<file path="src/rtl/core/bsfd_pkg.sv">
`timescale 1ns / 1ps
// ----------------------------------------------------------------------------
// bsfd_pkg
// Shared constants, types and helpers for the byte-stuffed frame decoder.
// ----------------------------------------------------------------------------
package bsfd_pkg;

  // default payload length in bytes
  localparam int PAYLOAD_BYTES_DEF = 40;

  // field widths fixed by the result format
  localparam int BYTE_W  = 8;
  localparam int WORD_W  = 32;
  localparam int IDX_W   = 4;
  localparam int STAT_W  = 2;

  // framing bytes
  localparam logic [BYTE_W-1:0] FLAG_BYTE = 8'h7E;
  localparam logic [BYTE_W-1:0] ESC_BYTE  = 8'h7D;

  // escape followers and the bytes they stand for
  localparam logic [BYTE_W-1:0] ESC_FLAG_CODE = 8'h5E;
  localparam logic [BYTE_W-1:0] ESC_ESC_CODE  = 8'h5D;
  localparam logic [BYTE_W-1:0] ESC_XON_CODE  = 8'h31;
  localparam logic [BYTE_W-1:0] ESC_XOFF_CODE = 8'h33;
  localparam logic [BYTE_W-1:0] XON_BYTE      = 8'h11;
  localparam logic [BYTE_W-1:0] XOFF_BYTE     = 8'h13;

  // frame status codes
  localparam logic [STAT_W-1:0] ST_OK        = 2'd0;
  localparam logic [STAT_W-1:0] ST_DEV_STATE = 2'd1;
  localparam logic [STAT_W-1:0] ST_BAD_END   = 2'd2;
  localparam logic [STAT_W-1:0] ST_BAD_SUM   = 2'd3;

  // commands from controller to datapath
  typedef struct packed {
    logic              start;    // frame opened, clear running state
    logic              hdr;      // header byte accepted
    logic              pay;      // payload byte accepted
    logic              chk;      // checksum byte accepted
    logic              wclr;     // clear stream word index
    logic              emit_st;  // load a status result
    logic [STAT_W-1:0] st_code;
    logic              rd;       // read stored word at stream index
    logic              ld;       // load read word into output register
  } dec_cmd_t;

  // status from datapath to controller
  typedef struct packed {
    logic is_flag;    // current byte is the flag
    logic hdr_done;   // current header byte is the last header byte
    logic hdr_fault;  // state byte was nonzero
    logic pay_done;   // current payload byte completes the payload
    logic sum_fault;  // checksum byte was wrong
    logic word_last;  // stream index at final word
    logic out_free;   // output register free or draining this cycle
  } dec_sts_t;

  // value of an escaped byte from its follower
  function automatic logic [BYTE_W-1:0] unstuff(input logic [BYTE_W-1:0] b);
    logic [BYTE_W-1:0] v;
    case (b)
      ESC_FLAG_CODE: v = FLAG_BYTE;
      ESC_ESC_CODE:  v = ESC_BYTE;
      ESC_XON_CODE:  v = XON_BYTE;
      ESC_XOFF_CODE: v = XOFF_BYTE;
      default:       v = ESC_BYTE;
    endcase
    return v;
  endfunction

endpackage

</file>
<file path="src/rtl/core/bsfd_datapath.sv">
`timescale 1ns / 1ps
// ----------------------------------------------------------------------------
// bsfd_datapath
// Counters, running sum, unstuffing, payload word store and output register.
// ----------------------------------------------------------------------------
module bsfd_datapath import bsfd_pkg::*; #(
  parameter int PAYLOAD_BYTES = PAYLOAD_BYTES_DEF
) (
  input  logic              clk,
  input  logic              rst,
  input  logic [BYTE_W-1:0] rx_byte,
  input  dec_cmd_t          cmd,
  output dec_sts_t          sts,
  input  logic              out_ready,
  output logic              out_valid,
  output logic [WORD_W-1:0] word_value,
  output logic [IDX_W-1:0]  word_index,
  output logic [STAT_W-1:0] frame_status,
  output logic              last
);

  localparam int CNT_W   = $clog2(PAYLOAD_BYTES);
  localparam int NUM_WORDS = PAYLOAD_BYTES / 4;
  localparam int WORD_AW = (NUM_WORDS > 1) ? $clog2(NUM_WORDS) : 1;

  logic [CNT_W-1:0]   byte_count;
  logic [BYTE_W-1:0]  running_sum;
  logic               escape_pending;
  logic               state_fault;
  logic               sum_fault;
  logic [23:0]        word_shift;
  logic [WORD_AW-1:0] widx;
  logic [WORD_W-1:0]  rd_data;
  logic [WORD_W-1:0]  word_store [NUM_WORDS];

  logic               pay_take;
  logic [BYTE_W-1:0]  pay_val;
  logic               word_wr;
  logic [WORD_AW-1:0] wr_addr;

  // unstuffing of the current payload byte
  always_comb begin
    pay_take = escape_pending || (rx_byte != ESC_BYTE);
    pay_val  = escape_pending ? unstuff(rx_byte) : rx_byte;
    word_wr  = cmd.pay && pay_take && (byte_count[1:0] == 2'd3);
    wr_addr  = WORD_AW'(byte_count >> 2);
  end

  // status towards the controller
  always_comb begin
    sts.is_flag   = (rx_byte == FLAG_BYTE);
    sts.hdr_done  = (byte_count == CNT_W'(3));
    sts.hdr_fault = state_fault;
    sts.pay_done  = pay_take && (byte_count >= CNT_W'(PAYLOAD_BYTES - 1));
    sts.sum_fault = sum_fault;
    sts.word_last = (widx == WORD_AW'(NUM_WORDS - 1));
    sts.out_free  = !out_valid || out_ready;
  end

  // frame state: count, sum, escape and fault flags
  always_ff @(posedge clk) begin
    if (rst) begin
      byte_count     <= '0;
      running_sum    <= '0;
      escape_pending <= 1'b0;
      state_fault    <= 1'b0;
      sum_fault      <= 1'b0;
    end else if (cmd.start) begin
      byte_count     <= '0;
      running_sum    <= '0;
      escape_pending <= 1'b0;
      state_fault    <= 1'b0;
      sum_fault      <= 1'b0;
    end else if (cmd.hdr) begin
      running_sum <= running_sum + rx_byte;
      if (byte_count == CNT_W'(2) && rx_byte != '0) begin
        state_fault <= 1'b1;
      end
      byte_count <= sts.hdr_done ? '0 : byte_count + 1'b1;
    end else if (cmd.pay) begin
      if (escape_pending) begin
        escape_pending <= 1'b0;
      end else if (rx_byte == ESC_BYTE) begin
        escape_pending <= 1'b1;
      end
      if (pay_take) begin
        running_sum <= running_sum + pay_val;
        byte_count  <= sts.pay_done ? '0 : byte_count + 1'b1;
      end
    end else if (cmd.chk) begin
      sum_fault <= (rx_byte != ~running_sum);
    end
  end

  // big-endian word assembly
  always_ff @(posedge clk) begin
    if (cmd.pay && pay_take) begin
      word_shift <= {word_shift[15:0], pay_val};
    end
  end

  // payload word store
  always_ff @(posedge clk) begin
    if (word_wr) begin
      word_store[wr_addr] <= {word_shift, pay_val};
    end
    if (cmd.rd) begin
      rd_data <= word_store[widx];
    end
  end

  // stream word index
  always_ff @(posedge clk) begin
    if (rst) begin
      widx <= '0;
    end else if (cmd.wclr) begin
      widx <= '0;
    end else if (cmd.ld && !sts.word_last) begin
      widx <= widx + 1'b1;
    end
  end

  // output register
  always_ff @(posedge clk) begin
    if (rst) begin
      out_valid <= 1'b0;
    end else if (cmd.ld || cmd.emit_st) begin
      out_valid <= 1'b1;
    end else if (out_ready) begin
      out_valid <= 1'b0;
    end
  end

  always_ff @(posedge clk) begin
    if (cmd.ld) begin
      word_value   <= rd_data;
      word_index   <= IDX_W'(widx);
      frame_status <= ST_OK;
      last         <= sts.word_last;
    end else if (cmd.emit_st) begin
      word_value   <= '0;
      word_index   <= '0;
      frame_status <= cmd.st_code;
      last         <= 1'b1;
    end
  end

endmodule

</file>
<file path="src/rtl/core/bsfd_ctrl.sv">
`timescale 1ns / 1ps
// ----------------------------------------------------------------------------
// bsfd_ctrl
// Frame phase state machine; drives datapath commands and input ready.
// ----------------------------------------------------------------------------
module bsfd_ctrl import bsfd_pkg::*; (
  input  logic     clk,
  input  logic     rst,
  input  logic     in_valid,
  output logic     in_ready,
  input  dec_sts_t sts,
  output dec_cmd_t cmd
);

  localparam logic [2:0] S_HUNT    = 3'd0;
  localparam logic [2:0] S_HEADER  = 3'd1;
  localparam logic [2:0] S_PAYLOAD = 3'd2;
  localparam logic [2:0] S_CHECK   = 3'd3;
  localparam logic [2:0] S_END     = 3'd4;
  localparam logic [2:0] S_RD      = 3'd5;
  localparam logic [2:0] S_LD      = 3'd6;

  logic [2:0] state;
  logic [2:0] state_next;
  logic       byte_phase;
  logic       accept;

  // bytes are taken only in the receive phases and while the output can move
  always_comb begin
    byte_phase = (state != S_RD) && (state != S_LD);
    in_ready   = byte_phase && sts.out_free;
    accept     = in_valid && in_ready;
  end

  // next state and commands
  always_comb begin
    state_next = state;
    cmd        = '0;
    unique case (state)
      S_HEADER: begin
        if (accept) begin
          cmd.hdr = 1'b1;
          if (sts.hdr_done) begin
            if (sts.hdr_fault) begin
              cmd.emit_st = 1'b1;
              cmd.st_code = ST_DEV_STATE;
              state_next  = S_HUNT;
            end else begin
              state_next = S_PAYLOAD;
            end
          end
        end
      end
      S_PAYLOAD: begin
        if (accept) begin
          cmd.pay = 1'b1;
          if (sts.pay_done) begin
            state_next = S_CHECK;
          end
        end
      end
      S_CHECK: begin
        if (accept) begin
          cmd.chk    = 1'b1;
          state_next = S_END;
        end
      end
      S_END: begin
        if (accept) begin
          if (!sts.is_flag) begin
            cmd.emit_st = 1'b1;
            cmd.st_code = ST_BAD_END;
            state_next  = S_HUNT;
          end else if (sts.sum_fault) begin
            cmd.emit_st = 1'b1;
            cmd.st_code = ST_BAD_SUM;
            state_next  = S_HUNT;
          end else begin
            cmd.wclr   = 1'b1;
            state_next = S_RD;
          end
        end
      end
      S_RD: begin
        cmd.rd     = 1'b1;
        state_next = S_LD;
      end
      S_LD: begin
        if (sts.out_free) begin
          cmd.ld     = 1'b1;
          state_next = sts.word_last ? S_HUNT : S_RD;
        end
      end
      default: begin
        // hunting, and unused codes behave the same
        state_next = S_HUNT;
        if (accept && sts.is_flag) begin
          cmd.start  = 1'b1;
          state_next = S_HEADER;
        end
      end
    endcase
  end

  always_ff @(posedge clk) begin
    if (rst) begin
      state <= S_HUNT;
    end else begin
      state <= state_next;
    end
  end

endmodule

</file>
<file path="src/rtl/core/byte_stuffed_frame_decoder_core.sv">
`timescale 1ns / 1ps
// ----------------------------------------------------------------------------
// byte_stuffed_frame_decoder_core
// Byte-stuffed sensor frame decoder: hunts for the start flag, checks header,
// unstuffs and sums the payload, verifies checksum and end flag, then streams
// the payload as big-endian 32-bit words or reports one failure status.
// ----------------------------------------------------------------------------
// Usage
//   Input channel in_valid / in_ready / rx_byte carries one received byte per
//   transaction. Output channel out_valid / out_ready carries word_value,
//   word_index, frame_status and last, one result per transaction.
//   While receiving and while the output can move, one byte is taken per
//   cycle; a byte that ends a failed frame gives its status result in the
//   cycle after acceptance. After a good end flag the PAYLOAD_BYTES/4 words
//   are read from the word store one by one, each by a store read and then
//   an output load; in_ready is low until the last word is loaded.
//   A stalled receiver holds the result in the output register; a new byte
//   is taken only while that register is empty or being drained.
//   Reset clears the output and returns to hunting for the start flag.
// ----------------------------------------------------------------------------
module byte_stuffed_frame_decoder_core import bsfd_pkg::*; #(
  parameter int PAYLOAD_BYTES = PAYLOAD_BYTES_DEF
) (
  input  logic              clk,
  input  logic              rst,
  input  logic              in_valid,
  output logic              in_ready,
  input  logic [BYTE_W-1:0] rx_byte,
  output logic              out_valid,
  input  logic              out_ready,
  output logic [WORD_W-1:0] word_value,
  output logic [IDX_W-1:0]  word_index,
  output logic [STAT_W-1:0] frame_status,
  output logic              last
);

  localparam int NUM_WORDS = PAYLOAD_BYTES / 4;

  dec_cmd_t cmd;
  dec_sts_t sts;

  // phase controller
  bsfd_ctrl u_ctrl (
    .clk      (clk),
    .rst      (rst),
    .in_valid (in_valid),
    .in_ready (in_ready),
    .sts      (sts),
    .cmd      (cmd)
  );

  // datapath and output register
  bsfd_datapath #(
    .PAYLOAD_BYTES (PAYLOAD_BYTES)
  ) u_datapath (
    .clk          (clk),
    .rst          (rst),
    .rx_byte      (rx_byte),
    .cmd          (cmd),
    .sts          (sts),
    .out_ready    (out_ready),
    .out_valid    (out_valid),
    .word_value   (word_value),
    .word_index   (word_index),
    .frame_status (frame_status),
    .last         (last)
  );

`ifndef SYNTHESIS
  // a byte is only taken when the output register can move
  a_ready_out_free: assert property (@(posedge clk) disable iff (rst)
    in_ready |-> (!out_valid || out_ready))
    else $error("byte taken while output register is stalled");

  // failure status is a single zero result marked last
  a_status_form: assert property (@(posedge clk) disable iff (rst)
    (out_valid && frame_status != ST_OK) |->
      (last && word_value == '0 && word_index == '0))
    else $error("malformed status result");

  // the final word of a good frame carries the top index
  a_last_word: assert property (@(posedge clk) disable iff (rst)
    (out_valid && frame_status == ST_OK && last) |->
      (word_index == IDX_W'(NUM_WORDS - 1)))
    else $error("last flag on wrong word");

  // output empty right after reset
  a_reset_empty: assert property (@(posedge clk)
    $past(rst) |-> !out_valid)
    else $error("output valid after reset");
`endif

endmodule

</file>
<file path="config.mk">
export PLATFORM = sky130hd
export DESIGN_NAME = byte_stuffed_frame_decoder_core
export DESIGN_NICKNAME = d
export VERILOG_FILES = /design/src/rtl/core/bsfd_pkg.sv /design/src/rtl/core/bsfd_datapath.sv /design/src/rtl/core/bsfd_ctrl.sv /design/src/rtl/core/byte_stuffed_frame_decoder_core.sv
export SDC_FILE = /design/constraint.sdc
export NUM_CORES = 1
export LEC_CHECK = 0
export BUFFER_PORTS_ARGS = -buffer_cell sky130_fd_sc_hd__buf_4
export CAP_MARGIN = 10
export CORE_MARGIN = 8
export CORE_UTILIZATION = 37
export CTS_CLUSTER_DIAMETER = 200
export CTS_CLUSTER_SIZE = 40
export DETAILED_ROUTE_END_ITERATION = 12
export REMOVE_ABC_BUFFERS = 1
export SETUP_SLACK_MARGIN = 0.4
export SYNTH_ARGS = -nofsm -noshare
export SYNTH_HDL_FRONTEND = slang
export SYNTH_SLANG_ARGS = --single-unit
</file>
<file path="constraint.sdc">
create_clock -name clk -period 5.5 [get_ports clk]
set_input_delay 0.55 -clock clk [delete_from_list [all_inputs] [get_ports clk]]
set_output_delay 0.55 -clock clk [all_outputs]
set_load 0.1 [all_outputs]
</file>
* Word-level counts from Yosys, hierarchy flattened
Memories as Yosys holds them, arrays and structs flattened. A register that Yosys moved wholly into a read port is not among the register bits.
Index checks and enable logic that the tools add are counted.
** Cells by class
- Multiply operators :: 0
- Bitwise logic cells :: 3
- $lt $le $gt $ge :: 1
- Shift operators :: 0
- Reduce and logical (&&, ||, !) cells :: 27
- Eq/ne operators :: 26
- Add/sub/neg operators :: 4
- Div/mod/pow operators :: 0
- Multiplexer cells :: 54
** Operators with widths (number)
- 32-bit 2-to-1 mux :: 2
- 3-bit 2-to-1 mux :: 15
- 8-bit 2-to-1 mux :: 4
- 6-bit 2-to-1 mux :: 5
- 8-bit by 7-bit == test with 1-bit output, second input constant :: 3
- 1-bit 2-to-1 mux :: 21
- 7-bit case mux with 3 select lines :: 1
- 3-bit case mux with 6 select lines :: 1
- 8-bit adder :: 2
- 8-bit by 6-bit == test with 1-bit output, second input constant :: 2
- 2-bit by 1-bit inequality test with 1-bit output, second input constant :: 7
- 6-bit by 2-bit == test with 1-bit output, second input constant :: 2
- 4-bit 2-to-1 mux :: 3
- 3-bit == test, second input constant :: 3
- 1-bit logical AND :: 9
- 8-bit by 7-bit inequality test with 1-bit output, second input constant :: 1
- 8-bit inequality test :: 1
- 8-bit NOT :: 1
- 2-bit nonzero test :: 4
- 8-bit nonzero test :: 1
- 7-bit AND reduction :: 1
- 6-bit by 1-bit adder with 6-bit output, second input constant :: 1
- 3-bit by 2-bit == test with 1-bit output, second input constant :: 2
- 6-bit >= comparator, second input constant :: 1
- other kinds (14) :: 22
** Word-level totals
- ROM bits :: 0
- Word-level logic and storage cells :: 129
- Memory bits (writable) :: 320
- Latch bits :: 0
- Bits of input ports :: 12
- Bits in registers :: 88
- Memories :: 1
** Memory list
- u_datapath.word_store :: words 10, width 32, read ports 1, clocked after memory_dff 1, wr ports 1, line bsfd_datapath.sv:34 : logic [WORD_W-1:0] word_store [NUM_WORDS];

* Longest topological paths before layout
- Word-level depth :: 10
- Depth in mapped cells :: 12
- Gate-level depth less buffers :: 11

* Modules after synthesis
Synthesis repeated with hierarchy kept, for this count alone.
** Second synthesis, totals
- Cell total of the unflattened synthesis :: 959
- Area total of the unflattened synthesis :: 17314.1 um^2
** By module, submodules not included
- bsfd_datapath :: cells an instance 907, instances 1, sequential area each 12882.4 um^2, area an instance 16930.0 um^2
- bsfd_ctrl :: cells an instance 52, instances 1, sequential area each 60.1 um^2, area an instance 384.1 um^2

* Worst setup path after synthesis
No wires, ideal clock.
- Path type :: register to register
- From :: register u_datapath.out_valid
- To :: memory u_datapath.word_store[4][0] (enable)
- Stages on the path, launching flop included :: 7
- Required time :: 5.039 ns
- Arrival :: 4.854 ns
- Path slack :: 0.185 ns
- Path through :: dfxtp_1 nand2b_1 clkbuf_2 nand2_1 nor4_4 nand4b_1 nor3_1
** Between the ends
- Word-level cells in the longest chain between the ends :: 10
** RTL lines
- start: declaration :: line bsfd_datapath.sv:15 : output logic out_valid,
- start signal: assignment :: line bsfd_datapath.sv:126 : out_valid <= 1'b0;
- start signal: assignment :: line bsfd_datapath.sv:128 : out_valid <= 1'b1;
- start signal: assignment :: line bsfd_datapath.sv:130 : out_valid <= 1'b0;
- 1-bit logical NOT :: line bsfd_datapath.sv:57 : sts.out_free = !out_valid || out_ready;
- 1-bit logical OR :: line bsfd_datapath.sv:57
- 1-bit logical AND :: line bsfd_ctrl.sv:31 : in_ready = byte_phase && sts.out_free;
- 1-bit logical AND :: line bsfd_ctrl.sv:32 : accept = in_valid && in_ready;
- 1-bit 2-to-1 mux :: line bsfd_ctrl.sv:55 : if (accept) begin
- 1-bit 2-to-1 mux :: line bsfd_ctrl.sv:39 : unique case (state)
- 1-bit logical AND (2 in a row) :: line bsfd_datapath.sv:45 : word_wr = cmd.pay && pay_take && (byte_count[1:0] == 2'd3);
- 1-bit 2-to-1 mux :: line bsfd_datapath.sv:104 : if (word_wr) begin
- 1-bit 2-to-1 mux (not written as such) :: line bsfd_datapath.sv:105 : word_store[wr_addr] <= {word_shift, pay_val};
- end: declaration :: line bsfd_datapath.sv:34
No other way between the ends.

* Worst setup path after layout
- From :: register u_datapath.escape_pending
- To :: memory u_datapath.word_store[2][9] (enable)
** Between the ends
- Word-level cells in the longest chain between the ends :: 5
** RTL lines
- start: declaration :: line bsfd_datapath.sv:28 : logic escape_pending;
- start signal: assignment :: line bsfd_datapath.sv:65 : escape_pending <= 1'b0;
- start signal: assignment :: line bsfd_datapath.sv:71 : escape_pending <= 1'b0;
- start signal: assignment :: line bsfd_datapath.sv:82 : escape_pending <= 1'b0;
- 1-bit logical OR :: line bsfd_datapath.sv:43 : pay_take = escape_pending || (rx_byte != ESC_BYTE);
- 1-bit logical AND (2 in a row) :: line bsfd_datapath.sv:45
- 1-bit 2-to-1 mux :: line bsfd_datapath.sv:104
- 1-bit 2-to-1 mux (not written as such) :: line bsfd_datapath.sv:105
No other way between the ends.

==> metrics <==
status complete, no violations; Yosys warnings 0; final hold violation count 0; clk_skew 0.0238 ns; Slew @ Worst Pin 1.14 ns; CTS Buf Count 14; RR Endpoint u_datapath.word_store[2][9]$_DFFE_PP_; Worst R2R Setup Slack 1.95 ns; Setup TNS Final 0 ns; Worst Path Required 5.74 ns; most frequent CP cell buf_4; initial core utilization 0.374; Reg area 12900 um2; gpl congestion 0.877; launch point of the worst path u_datapath.escape_pending$_SDFFE_PP0P_; ant diodes 0; CTS Hold Bufs 0; slew margin rel. 0.239; area leader, netlist edfxtp_1; num rows 79; final setup vio count 0; Area contributors post-synth edfxtp_1 71%, mux4_2 8.3%, dfxtp_1 3.1%; met1 GRT Util 0.170; hold path start rst; R2R depth 7; Synth cell types 64; hold crit path type in2reg; crit path launch type flop; WP buf/inv 2; max-slew violation count 0; hold_ws 0.214 ns; worst hold endpoint u_ctrl.state[1]$_SDFFE_PP0P_; busiest grt layer met2; Final min period 3.55 ns; post-CTS sizing 0; crit path kind reg2reg; largest net degree at the start of global routing 68; Worst Path Max Fanout 29; slowest cell delay on critical path 0.86 ns; worst-path cell chain nor2_1 -> and3_1 -> nor4_4 -> buf_4 -> nand3_1 -> nor2_4 -> buf_4; Critical Path End Type flop; async set-reset flop share out of synthesis 0; cell area after layout 18900 um2; number of flops mapped to enable cells by yosys 413; first-pass GRT wire length 52100 um; core area 46500 um2; first-pass iteration count of the detailed router 4; RSZ-0062 raised after global routing no; 1st-iter DRT viols 544; CTS tree built; full die area 54100 um2; Port Buffer Count 52; static leakage 5.71 nW; average wire per standard cell 20.9 um; initial antenna violation count 0; CP delay by family, top simple AND/OR/NAND/NOR gates; Hold Path Stages 2; Max IR drop VDD 194 uV; H-tree depth 1; Overall Global Routing Usage 0.123; Placed Area 18500 um2; Pwr Density 297 nW/um2; RR Startpoint u_datapath.escape_pending$_SDFFE_PP0P_; DR vias 8339; Die W 233 um; filler cell count 4222; Post-Syn Area 17400 um2; critical path's slowest cell nor2_4; top-area cell type share of the netlist area 0.714; Max Clk Rate 282 MHz; Synth top cells by count 413 x edfxtp_1, 64 x mux4_2, 54 x a21oi_1; die height 233 um; sequential area share after synthesis 0.746; vias in the first global route 8603; WL final 33800 um; fraction of layout cells with a size suffix above 1 0.173; Top FF cell, synth edfxtp_1; vias per cell 5.16; Max Root-Sink Buffers 3; Layout area overhead 9.03%; post-synthesis cell count 966; sum of net half-perimeters after detailed placement 20100 um; Arr. time, crit path 3.79 ns; Synth Area per Inst 18.0 um2; Ports 53; CTS Sinks 440; top-count cell post-synth edfxtp_1; Routed Antenna Nets 0; met3 Resource Use GR 0.0130; met2 usage 0.212; setup bufs post-CTS 0; Nets 1026; multi-input logic area 4220 um2; period utilisation layout 0.645; clock slew at reported path FFs 0.15 ns; Seq cells post-synth 440; worst-skew pair later-pin latency 0.53 ns; Max Cap Viol 0; CTS Root Cell clkbuf_16; Final Power 5.61 mW; DRC violations left 0; remaining global-route overflow 0
## kinds of logic after synthesis
kind of cell	after synthesis	share of synthesized area
buffers and inverters	66	0.0161
XOR/XNOR	15	0.00757
AND/OR/NAND/NOR	192	0.0634
adder cells (fa/ha/maj)	12	0.00908
flip-flops	440	0.746
AO/OA/AOI/OAI	139	0.0533
multiplexers	102	0.105
## registers in the layout (all words and copies together), names as in the netlist, 2 cells and up
signal,flops
u_ctrl.state,3
u_datapath.byte_count,6
u_datapath.frame_status,2
u_datapath.rd_data,32
u_datapath.running_sum,8
u_datapath.widx,4
u_datapath.word_index,4
u_datapath.word_shift,24
u_datapath.word_store,320
u_datapath.word_value,32
## metrics by stage
step,setup WS [ns],util,std cells
CTS,1.85,0.407,1617
global route,1.64,0.407,1617
floorplan,0.154,-,914
finish,1.95,0.407,1617
detailed placement,1.67,0.399,1593
global placement,1.80,0.399,1593
## per-layer routing
metal / up-vias / part of all wire
met4: 0 / 0.013
met2: 142 / 0.49
met3: 23 / 0.030
li1: 3886 / -
met5: - / 0
met1: 4288 / 0.47
## worst max-delay path by stage
stage                                        endpoint  slack, ns  cells after the start
6_report        u_datapath.word_store[2][9]$_DFFE_PP_       1.95                      7
5_1_grt        u_datapath.word_store[2][17]$_DFFE_PP_       1.64                      6
4_1_cts         u_datapath.word_store[2][8]$_DFFE_PP_       1.85                      6
3_5_place_dp    u_datapath.word_store[2][8]$_DFFE_PP_       1.67                      8
3_3_place_gp   u_datapath.word_store[2][12]$_DFFE_PP_       1.80                      8
2_1_floorplan   u_datapath.word_store[4][0]$_DFFE_PP_       0.15                      5
## final cells by class
cell class | instances | share of cell area
well taps | 607 | 0.0401
clock buffers | 24 | 0.0216
inverters | 14 | 0.00278
flip-flops and latches | 440 | 0.684
repair buffers | 72 | 0.0286
multi-input cells | 460 | 0.223
## placed cells by master, fill, tap and decap left out, types with 4 or more instances in the layout
master     count
edfxtp_1     413
buf_4         72
mux4_2        64
a21oi_1       54
mux2i_1       38
and2_1        37
a211oi_1      35
nor2b_1       35
nor2_1        31
dfxtp_1       23
nand2_1       20
clkbuf_16     15
inv_1         14
nand3_1       12
xnor2_1       11
ha_1          11
clkbuf_1       9
o21ai_0        8
o21a_1         7
and3_1         7
nor2_4         7
nand2b_1       6
nor4_1         6
o31ai_1        5
nor3_1         4
xor2_1         4
nor3_2         4
## power by group
| part | total (mW) | internal [mW] | leakage, nW | switching, mW |
|---|---|---|---|---|
| sequential | 3.81 | 3.72 | 3.90 | 0.0877 |
| clock | 1.45 | 0.522 | 0.195 | 0.924 |
| combinational | 0.355 | 0.126 | 1.62 | 0.229 |
| total | 5.61 | 4.37 | 5.71 | 1.24 |
Note: power is estimated with default switching activity, not from simulation.
